[config.mk]
export PLATFORM = sky130hd
export DESIGN_NAME = ppr_ctrl
export DESIGN_NICKNAME = d
export VERILOG_FILES = /design/src/rtl/pivot_partition_records_assert.svh /design/src/rtl/ppr_pkg.sv /design/src/rtl/ppr_ctrl.sv
export SDC_FILE = /design/constraint.sdc
export NUM_CORES = 1
export LEC_CHECK = 0
export BUFFER_PORTS_ARGS = -buffer_cell sky130_fd_sc_hd__buf_2
export CORE_UTILIZATION = 44
export CTS_CLUSTER_DIAMETER = 40
export CTS_CLUSTER_SIZE = 16
export DETAILED_ROUTE_END_ITERATION = 16
export MAX_ROUTING_LAYER = met4
export PLACE_DENSITY = 0.87
export SYNTH_ARGS = -nofsm -noshare
export SYNTH_HDL_FRONTEND = slang
export SYNTH_SLANG_ARGS = --single-unit
[constraint.sdc]
create_clock -name clk -period 1.6 [get_ports clk]
set_input_delay 0.08 -clock clk [delete_from_list [all_inputs] [get_ports clk]]
set_output_delay 0.08 -clock clk [all_outputs]
set_load 0.05 [all_outputs]
[src/rtl/pivot_partition_records_assert.svh]
// assertion helpers for the record partition block
`ifndef PIVOT_PARTITION_RECORDS_ASSERT_SVH
`define PIVOT_PARTITION_RECORDS_ASSERT_SVH

// same-cycle implication, sampled on clk, off during reset
`define PPR_ASSERT_SAME(label, ante, cons) \
	label: assert property (@(posedge clk) disable iff (!arst_n) (ante) |-> (cons)) \
		else $error("ppr: same-cycle check failed");

// next-cycle implication, sampled on clk, off during reset
`define PPR_ASSERT_NEXT(label, ante, cons) \
	label: assert property (@(posedge clk) disable iff (!arst_n) (ante) |=> (cons)) \
		else $error("ppr: next-cycle check failed");

`endif

[src/rtl/ppr_pkg.sv]
package ppr_pkg;

	localparam int IDX_W = 11;
	localparam int WORD_W = 64;
	localparam int TAG_W = 31;

	typedef enum logic [1:0] {
		ACT_WRITE = 2'd0,
		ACT_PART  = 2'd1,
		ACT_READ  = 2'd2,
		ACT_NONE  = 2'd3
	} act_t;

	typedef struct packed {
		logic signed [WORD_W-1:0] key;
		logic [WORD_W-1:0]        second;
		logic [WORD_W-1:0]        third;
		logic [WORD_W-1:0]        fourth;
		logic [WORD_W-1:0]        weight;
		logic [TAG_W-1:0]         tag;
	} rec_t;

	localparam int REC_W = $bits(rec_t);

	typedef struct packed {
		logic [1:0]               action;
		logic [IDX_W-1:0]         position;
		logic signed [WORD_W-1:0] key;
		logic [WORD_W-1:0]        second_word;
		logic [WORD_W-1:0]        third_word;
		logic [WORD_W-1:0]        fourth_word;
		logic [WORD_W-1:0]        weight_word;
		logic [TAG_W-1:0]         order_tag;
		logic [IDX_W-1:0]         range_begin;
		logic [IDX_W-1:0]         range_end;
		logic signed [WORD_W-1:0] pivot;
	} in_item_t;

	typedef struct packed {
		logic signed [WORD_W-1:0] out_key;
		logic [WORD_W-1:0]        out_second;
		logic [WORD_W-1:0]        out_third;
		logic [WORD_W-1:0]        out_fourth;
		logic [WORD_W-1:0]        out_weight;
		logic [TAG_W-1:0]         out_tag;
		logic [IDX_W-1:0]         split_index;
	} out_item_t;

	typedef enum logic [1:0] {
		RA_POS,
		RA_BEG,
		RA_HI,
		RA_LO
	} rd_sel_t;

	typedef enum logic [2:0] {
		WS_INPUT,
		WS_PIVOT,
		WS_RDATA_LO,
		WS_RDATA_HI,
		WS_HOLD_LO
	} wr_sel_t;

	typedef enum logic [2:0] {
		RK_ZERO,
		RK_READ,
		RK_BEGM1,
		RK_SINGLE,
		RK_FINAL
	} res_kind_t;

	typedef struct packed {
		logic      ld_input;
		logic      rd_en;
		rd_sel_t   rd_sel;
		logic      wr_en;
		wr_sel_t   wr_sel;
		logic      cap_hold;
		logic      init_ptr;
		logic      hi_dec;
		logic      lo_inc;
		logic      res_load;
		res_kind_t res_kind;
		logic      in_loop;
	} cmd_t;

	typedef struct packed {
		act_t act;
		logic pos_ok;
		logic range_empty;
		logic range_oob;
		logic single;
		logic lo_eq_hi;
		logic lo_gt_hi;
		logic pv_lt_rdata;
		logic out_free;
	} sts_t;

endpackage

[src/rtl/ppr_ctrl.sv]
module ppr_ctrl (
	input  logic          clk,
	input  logic          arst_n,
	input  logic          in_valid,
	output logic          in_ready,
	input  ppr_pkg::sts_t sts,
	output ppr_pkg::cmd_t cmd
);
	import ppr_pkg::*;

	typedef enum logic [3:0] {
		ST_IDLE,
		ST_DECODE,
		ST_HOLD,
		ST_HI_RD,
		ST_HI_CMP,
		ST_LO_RD,
		ST_LO_CMP,
		ST_FINISH,
		ST_RESULT
	} state_t;

	state_t    state_q, state_d;
	res_kind_t kind_q, kind_d;

	assign in_ready = (state_q == ST_IDLE);

	always_comb begin
		state_d = state_q;
		kind_d = kind_q;
		cmd = '0;
		cmd.rd_sel = RA_POS;
		cmd.wr_sel = WS_INPUT;
		cmd.res_kind = kind_q;
		case (state_q)
			ST_IDLE: begin
				if (in_valid) begin
					cmd.ld_input = 1'b1;
					state_d = ST_DECODE;
				end
			end
			ST_DECODE: begin
				state_d = ST_RESULT;
				kind_d = RK_ZERO;
				case (sts.act)
					ACT_WRITE: begin
						cmd.wr_en = sts.pos_ok;
						cmd.wr_sel = WS_INPUT;
					end
					ACT_READ: begin
						if (sts.pos_ok) begin
							cmd.rd_en = 1'b1;
							cmd.rd_sel = RA_POS;
							kind_d = RK_READ;
						end
					end
					ACT_PART: begin
						if (sts.range_empty || sts.range_oob) begin
							kind_d = RK_BEGM1;
						end else if (sts.single) begin
							cmd.rd_en = 1'b1;
							cmd.rd_sel = RA_BEG;
							kind_d = RK_SINGLE;
						end else begin
							cmd.rd_en = 1'b1;
							cmd.rd_sel = RA_BEG;
							state_d = ST_HOLD;
						end
					end
					default: begin
						kind_d = RK_ZERO;
					end
				endcase
			end
			ST_HOLD: begin
				cmd.cap_hold = 1'b1;
				cmd.init_ptr = 1'b1;
				cmd.wr_en = 1'b1;
				cmd.wr_sel = WS_PIVOT;
				state_d = ST_HI_RD;
			end
			ST_HI_RD: begin
				cmd.in_loop = 1'b1;
				if (sts.lo_eq_hi) begin
					state_d = ST_FINISH;
				end else begin
					cmd.rd_en = 1'b1;
					cmd.rd_sel = RA_HI;
					state_d = ST_HI_CMP;
				end
			end
			ST_HI_CMP: begin
				cmd.in_loop = 1'b1;
				if (sts.pv_lt_rdata) begin
					cmd.hi_dec = 1'b1;
					state_d = ST_HI_RD;
				end else begin
					cmd.wr_en = 1'b1;
					cmd.wr_sel = WS_RDATA_LO;
					state_d = ST_LO_RD;
				end
			end
			ST_LO_RD: begin
				cmd.in_loop = 1'b1;
				if (sts.lo_eq_hi) begin
					state_d = ST_FINISH;
				end else begin
					cmd.rd_en = 1'b1;
					cmd.rd_sel = RA_LO;
					state_d = ST_LO_CMP;
				end
			end
			ST_LO_CMP: begin
				cmd.in_loop = 1'b1;
				if (!sts.pv_lt_rdata) begin
					cmd.lo_inc = 1'b1;
					state_d = ST_LO_RD;
				end else begin
					cmd.wr_en = 1'b1;
					cmd.wr_sel = WS_RDATA_HI;
					state_d = ST_HI_RD;
				end
			end
			ST_FINISH: begin
				cmd.wr_en = 1'b1;
				cmd.wr_sel = WS_HOLD_LO;
				kind_d = RK_FINAL;
				state_d = ST_RESULT;
			end
			ST_RESULT: begin
				if (sts.out_free) begin
					cmd.res_load = 1'b1;
					state_d = ST_IDLE;
				end
			end
			default: begin
				state_d = ST_IDLE;
			end
		endcase
	end

	always_ff @(posedge clk or negedge arst_n) begin
		if (!arst_n) begin
			state_q <= ST_IDLE;
			kind_q <= RK_ZERO;
		end else begin
			state_q <= state_d;
			kind_q <= kind_d;
		end
	end
endmodule

After elaboration in Yosys (flattened, before gate mapping). Cells that the tools add are included. W data, S select, Z words.

Register bits after elaboration: 7. Input bits: 13. Output and inout bits: 18. Logic and storage cells: 55.

Eq/ne operators: 12. Multiplexer cells: 34. Reductions and logical operators: 7.

Operators with widths (count): $mux W4 (8); $pmux W4 S8 (1); $pmux W4 S5 (1); $eq A4 B3 Y1 const B (4); $mux W3 (5); $pmux W3 S2 (2); $mux W1 (11); $pmux W3 S3 (1); $eq A4 B2 Y1 const B (2); $mux W2 (4); $eq A4 B1 Y1 const B (1); $eq A4 B4 Y1 const B (1); $logic_not A4 Y1 (1); $ne A2 B2 Y1 const B (2); $pmux W2 S2 (1); $reduce_or A4 Y1 (1); $eq A2 B1 Y1 const B (1); $eq A2 B2 Y1 const B (1); $logic_not A2 Y1 (1); $reduce_and A2 Y1 (1); $reduce_bool A2 Y1 (1); $reduce_or A2 Y1 (1); $logic_or A1 B1 Y1 (1).

Logic depth before layout (Yosys ltp). Gate-level depths: netlist of run 1.

Depth in word-level cells: 4. Mapped depth: 4. Gate-level depth less buffers: 4.

Least setup slack after synthesis of run 1. Ideal clock, no wire load.

Path kind: reg-to-output. Start point: reg state_q[0]. End point: out cmd[12] (netlist name). Arrival time: 2.935 ns. Required time: 1.520 ns. Setup slack: -1.415 ns. Stages on the path, launching flop included: 4. Buffers on the path: 1. Cell sequence: dfrtp_1 > buf_2 > nor4b_1 > or4_1.

RTL lines: start, declared (RTL line ppr_ctrl.sv:23) `state_t state_q, state_d;`; start signal, assigned (RTL line ppr_ctrl.sv:147) `state_q <= state_d;`; end, declared (RTL line ppr_ctrl.sv:7) `output ppr_pkg::cmd_t cmd`.

==> Flow_metrics.wiki, run 1 <==
{| class="wikitable"
! Metric !! Value
|-
| TritonCTS clock tree || built
|-
| Async S/R FF share, synth || 1.00
|-
| Prevailing post-synth register cell || dfrtp_1
|-
| Post-detailed-route via-to-cell ratio || 5.69
|-
| Aggregate global-route resource usage || 0.294
|-
| Diode count || 0
|-
| Net count after synthesis || 89
|-
| Post-route clock period utilization || 1.08
|-
| Num CTS Buffers || 3
|-
| Number of levels the H-tree was split into || 1
|-
| Max Cap Violations || 0
|-
| Cells traversed along the worst timing path || nor4b_4 -> and3_4 -> or4_4 -> buf_8
|-
| Routability congestion estimate from global placement || 0.784
|-
| Mean post-synth cell area || 8.76 sq um
|-
| DR DRC count || 0
|-
| Yosys reg bits || 7
|-
| Least-Margin Pin Slew || 0.460 ns
|-
| Total count of hold-check failures in the final report || 0
|-
| Maximum fanout count along the critical path || 7
|-
| Number of global-route vias before repair || 663
|-
| Setup slack after layout || -0.133 ns
|-
| Cells after DPL || 120
|-
| Peak clock frequency supported by timing || 577 MHz
|-
| Path depth of the worst reg2reg path || 4
|-
| Number of antenna-violating nets in the routed design || 0
|-
| # rows || 13
|-
| Number of I/O pins || 31
|-
| Root buffer cell || clkbuf_4
|-
| Critical path capture point type || output pin
|-
| Final number of max-transition violations || 0
|-
| Run status || finished, violations left
|-
| Width of the die || 39.9 microns
|-
| Clock latency on the worst-skew pair || 0.26 ns
|-
| Total power divided by cell area || 1850 nW/um^2
|-
| Sum of internal, switching and leakage power || 2050 uW
|-
| Worst R2R Start || state_q[1]
|-
| Maximum number of pins on one net before global-route repair || 11
|-
| Worst min-delay path class || primary input to register
|-
| Final HPWL from detailed placement || 1.31 mm
|-
| Via count || 734
|-
| Final setup viols || 2
|-
| Minimum clock period || 1.73 ns
|-
| Setup slack of the most critical reg-to-reg path || 0.16 ns
|-
| # port buffers || 29
|-
| Overall die area || 1590 sq um
|-
| Wire length of the first global-routing pass || 2.87 mm
|-
| Fill count || 75
|-
| Total Routed Length || 1.99 mm
|-
| Number of buffers between clock root and the deepest sink || 2
|-
| Final layout net count || 132
|-
| Cell with the largest stage delay on the worst path || or4_4
|-
| CTS Sinks || 7
|-
| First-iteration detailed-routing DRC count || 11
|-
| Share of final-layout standard cells stronger than drive strength 1 || 0.570
|-
| Area grow syn2layout || 76.0%
|-
| Total global routing overflow || 0
|-
| Count of flip-flops with a built-in enable after synthesis || 0
|-
| Non-filler cells, final || 129
|-
| Hold path startpoint || sts[3]
|-
| Area of the core region || 1320 sq um
|-
| Tightest slew margin relative to the limit || 0.689
|-
| Antenna violations before repair || 0
|-
| Count of synthesis-stage warnings from yosys || 0
|-
| IR Drop Worst-Case VDD || 0.910 mV
|-
| Synthesized instance count || 72
|-
| Beginning of the critical path || state_q[1]
|-
| Setup crit start kind || register
|-
| Hold Crit Depth || 3
|-
| Setup repair after global routing missed its margin || yes
|-
| Register clock-pin slew on the reported worst setup and hold paths || 0.06 ns
|-
| Longest individual stage delay on the worst path || 0.51 ns
|-
| Detailed Routing Iterations Pass 1 || 4
|-
| Number of unique standard cell types used by synthesis || 34
|-
| Leak Pwr || 0.000517 uW
|-
| Worst hold slack || 0.120 ns
|-
| Initial core utilization || 0.479
|-
| Arrival time at the worst endpoint || 1.65 ns
|-
| Clock skew || 0.00276 ns
|-
| Violated checks || negative setup slack
|-
| Cell area after technology mapping || 631 sq um
|-
| CP Data Required Time || 1.52 ns
|-
| Average wire length per cell after detail routing || 15.4 microns
|-
| Share of the yosys chip area belonging to registers || 0.278
|-
| Overall die height || 39.9 microns
|-
| Worst Path Class, Setup || register to output pin
|}
synthesized netlist by cell type, types with 2 or more instances:
| master | n | share of area |
|---|---|---|
| dfrtp_1 | 7 | 0.28 |
| nor2_1 | 7 | 0.042 |
| inv_1 | 5 | 0.030 |
| nand2_1 | 5 | 0.030 |
| buf_4 | 4 | 0.048 |
| ha_1 | 4 | 0.079 |
| nand2b_1 | 4 | 0.040 |
| a211oi_1 | 3 | 0.036 |
| nor2b_1 | 3 | 0.030 |
| nor4b_1 | 3 | 0.042 |
| nand3_1 | 2 | 0.016 |
| nor3_1 | 2 | 0.016 |
| xor2_1 | 2 | 0.028 |
metal layers:
metal,up-vias,share of wire,global-route usage
met5,-,0,-
met4,0,0.039,0.207
met2,24,0.55,0.533
met1,354,0.40,0.289
met3,9,0.020,0.0284
li1,347,-,-
worst paths after layout:
| path | to |
|---|---|
| min in group asynchronous | kind_q[1] |
| hold reg to reg | kind_q[0] |
| max in group asynchronous | state_q[1] |
| setup / recovery | cmd[12] |
| setup reg to reg | state_q[1] |
| hold / removal | state_q[0] |
flip-flops by register name (all words and copies together), names as in the netlist:
name and flops:
state_q 4, kind_q 3
report_power, final:
group	internal, uW	switching (uW)	total, uW
clock network	91.7	73.6	165
logic	631	916	1550
registers	242	95.4	338
cells by family (layout without fill, tap and decap cells):
kind of cell | Yosys count | count (layout) | synth area share
adder cells (fa/ha/maj) | 4 | 4 | 0.0794
AND/OR/NAND/NOR | 35 | 35 | 0.345
AO/OA/AOI/OAI | 12 | 12 | 0.153
multiplexers | 1 | 1 | 0.0179
XOR/XNOR | 3 | 3 | 0.0417
flip-flops | 7 | 7 | 0.278
buffers and inverters | 10 | 52 | 0.0853
area by class of cell:
cell class | count | area, sq um | share of cell area
Multi-Input combinational cell | 55 | 534 | 0.481
Sequential cell | 7 | 179 | 0.161
Tap cell | 15 | 18.8 | 0.0169
Clock buffer | 3 | 22.5 | 0.0203
Inverter | 5 | 18.8 | 0.0169
Timing Repair Buffer | 43 | 332 | 0.299
Clock inverter | 1 | 5.00 | 0.00451
critical path, delay by kind of cell, from the launching register on:
kind	cells	cell delay (ns)
and+or+nand+nor	3	0.76
DFF	1	0.47
buffers and inverters	1	0.16
through the flow:
| stage | util | cell area, sq um | setup TNS (ns) | worst slack [ns] |
|---|---|---|---|---|
| global route | 0.842 | 1110 | -0.374 | -0.167 |
| detailed placement | 0.708 | 932 | 0 | 0.0664 |
| global placement | 0.708 | 932 | 0 | 0.0790 |
| floorplan | - | 757 | -0.214 | -0.0943 |
| finish | 0.842 | 1110 | -0.236 | -0.133 |
| CTS | 0.801 | 1050 | -0.209 | -0.134 |
layout by cell type (no fill, tap or decap), drive strengths merged:
cell / Yosys / final
buf: 5 / 41
nor2: 7 / 7
dfrtp: 7 / 7
inv: 5 / 5
nand2: 5 / 5
ha: 4 / 4
clkbuf: 0 / 4
nor4b: 4 / 4
nand2b: 4 / 4
nor2b: 3 / 3
nor3: 3 / 3
a211oi: 3 / 3
nand3: 2 / 2
and4b: 2 / 2
xor2: 2 / 2
nor4: 1 / 1
xnor2: 1 / 1
nand3b: 1 / 1
and3: 1 / 1
or4: 1 / 1
a22oi: 1 / 1
o21bai: 1 / 1
and2: 1 / 1
a32oi: 1 / 1
o2bb2ai: 1 / 1
a211o: 1 / 1
o22ai: 1 / 1
o2111ai: 1 / 1
o311ai: 1 / 1
mux2: 1 / 1
a22o: 1 / 1
clkinv: 0 / 1
dlygate4sd3: 0 / 1
what timing repair did:
item / CTS / global route
endpoints found under the hold margin: 7 / 0
buffers inserted: 3 / 1
resized for setup: 17 / 19
hold buffers: 1 / 0
endpoints found under the setup margin: 8 / 13
pin swaps: 3 / 1
No activity file was read; power rests on OpenSTA's default activity.
==> inputs of run 2 (changes only) <==
Settings changed: CELL_PAD_IN_SITES_DETAIL_PLACEMENT from default to 1, CELL_PAD_IN_SITES_GLOBAL_PLACEMENT from default to 2, CORE_UTILIZATION 44 to 26, PLACE_DENSITY 0.87 to 0.92.
Clock period 1.6 ns to 2 ns, I/O delays scaled along.
==> run 2 against run 1 <==
Combinational power fell by 43%. Count of clock-buffer cells in the layout is 1 higher. Sequential share of layout area increased by 4.2 points. The flow now finishes without violations. Global-route usage decreased by 12 points. Clock power decreased by 19%. Die area rose by 65%. Largest power group unchanged. Non-clock buffer count decreased by 9. Critical path type unchanged.
==> Flow_metrics.wiki, run 2 (synthesis results as in run 1) <==
{| class="wikitable"
! Metric !! Value
|-
| Setup slack of the most critical reg-to-reg path || 0.59 ns
|-
| Num CTS Buffers || 3
|-
| Total count of hold-check failures in the final report || 0
|-
| Largest register by flop count || state_q
|-
| # port buffers || 29
|-
| Final number of max-transition violations || 0
|-
| Least-Margin Pin Slew || 0.329 ns
|-
| Maximum fanout count along the critical path || 12
|-
| Tightest slew margin relative to the limit || 0.778
|-
| Final non-filler cell area || 867 sq um
|-
| Setup repair after global routing missed its margin || no
|-
| TritonCTS clock tree || built
|-
| Routability congestion estimate from global placement || 0.794
|-
| Path depth of the worst reg2reg path || 4
|-
| Clock skew || 0.00725 ns
|-
| Overall die area || 2630 sq um
|-
| Number of levels the H-tree was split into || 1
|-
| Post-place setup slack || 0.312 ns
|-
| Post-route clock period utilization || 0.929
|-
| DR DRC count || 0
|-
| Leak Pwr || 0.000435 uW
|-
| Biggest registers after layout || state_q: 4 flops, kind_q: 3 flops
|-
| Most common cell after layout, fill and taps aside || buf_2
|-
| Aggregate global-route resource usage || 0.178
|-
| Total power divided by cell area || 1480 nW/um^2
|-
| Width of the die || 51.3 microns
|-
| IR Drop Worst-Case VDD || 0.610 mV
|-
| Minimum clock period || 1.86 ns
|-
| Number of buffers between clock root and the deepest sink || 2
|-
| Antenna violations before repair || 0
|-
| Register clock-pin slew on the reported worst setup and hold paths || 0.06 ns
|-
| Worst R2R Start || state_q[3]
|-
| Area of the core region || 2250 sq um
|-
| Detailed Routing Iterations Pass 1 || 4
|-
| First-iteration detailed-routing DRC count || 10
|-
| Area grow syn2layout || 37.5%
|-
| Initial core utilization || 0.280
|-
| CP Data Required Time || 1.90 ns
|-
| RR Endpoint || kind_q[1]
|-
| Worst min-delay path class || primary input to register
|-
| Number of antenna-violating nets in the routed design || 0
|-
| Via count || 679
|-
| CP endpoint || cmd[12]
|-
| Final layout net count || 123
|-
| Diode count || 0
|-
| Overall die height || 51.3 microns
|-
| Root buffer cell || clkbuf_4
|-
| Final HPWL from detailed placement || 1.52 mm
|-
| # rows || 17
|-
| Peak clock frequency supported by timing || 538 MHz
|-
| Total global routing overflow || 0
|-
| Run status || complete, no violations
|-
| Post-detailed-route via-to-cell ratio || 5.11
|-
| Critical path capture point type || output pin
|-
| CTS Sinks || 7
|-
| Share of final-layout standard cells stronger than drive strength 1 || 0.419
|-
| Highest-count cells in the layout ignoring fill and taps || buf_2 (29), nor2_1 (7), dfrtp_1 (6), inv_1 (5), nand2_1 (5)
|-
| Beginning of the critical path || state_q[2]
|-
| Worst Path Class, Setup || register to output pin
|-
| Max Cap Violations || 0
|-
| Total Routed Length || 1.90 mm
|-
| Area of placed instances || 830 sq um
|-
| Wire length of the first global-routing pass || 3.29 mm
|-
| Number of global-route vias before repair || 708
|-
| Setup slack after layout || 0.142 ns
|-
| Maximum number of pins on one net before global-route repair || 13
|-
| Number of I/O pins || 31
|-
| Arrival time at the worst endpoint || 1.76 ns
|-
| Clock latency on the worst-skew pair || 0.26 ns
|-
| Average wire length per cell after detail routing || 14.3 microns
|-
| Setup crit start kind || register
|-
| Final setup viols || 0
|-
| Flip-flop count of the largest register after layout || 4
|}
-- run 2: cell count changes in the layout (fill, tap and decap cells not counted), sizes merged --
cell    delta
buf        -8
clkinv     -1
-- run 2: worst min-delay path by stage --
| stage | startpoint | end | slack (ns) | cells after the start |
|---|---|---|---|---|
| after global placement | arst_n | kind_q[1] | -0.06 | 1 |
| final | sts[3] | state_q[0] | 0.14 | 3 |
| after global routing | sts[3] | state_q[0] | 0.16 | 3 |
| after floorplan | arst_n | kind_q[0] | -0.20 | 0 |
| after detailed placement | arst_n | state_q[3] | -0.05 | 1 |
| after CTS | sts[3] | state_q[0] | 0.14 | 3 |
-- run 2: power breakdown --
part / switching, uW / internal (uW)
clock network: 56.4 / 76.4
logic: 622 / 269
registers: 65.4 / 191
-- run 2: layout make-up --
cell class	instances	area (sq um)
fillers	288	1390
multi-input cells	55	425
repair buffers	34	185
flip-flops and latches	7	176
well taps	28	35.0
clock buffers	4	26.3
inverters	5	18.8
-- run 2: per-stage QoR --
stage           util  power [uW]  std cells  setup TNS, ns  hold slack, ns
2_1_floorplan      -         947         72          -1.23          -0.196
3_3_place_gp   0.368        1120        128              0         -0.0626
3_5_place_dp   0.368        1150        128              0         -0.0519
4_1_cts        0.384        1290        133              0           0.145
5_1_grt        0.385        1370        133              0           0.159
6_report       0.385        1280        133              0           0.137
-- run 2: critical path, cell delays in order (launching register included) --
cell and delay, ns:
dfrtp_1 0.43, buf_4 0.21, nand2b_1 0.16, nor3_1 0.09, or4_1 0.39, buf_2 0.22
-- run 2: per-layer routing --
metal	global-route usage	part of all wire
met2	0.311	0.51
met5	-	0
met1	0.199	0.42
met3	0.0179	0.043
met4	0.0946	0.025
-- run 2: what timing repair did --
action | 4_1_cts | 5_1_grt
hold buffers | 1 | 0
setup endpoints to repair | 0 | 1
buffers inserted | 0 | 0
endpoints found under the hold margin | 7 | 0
resized for setup | 0 | 1
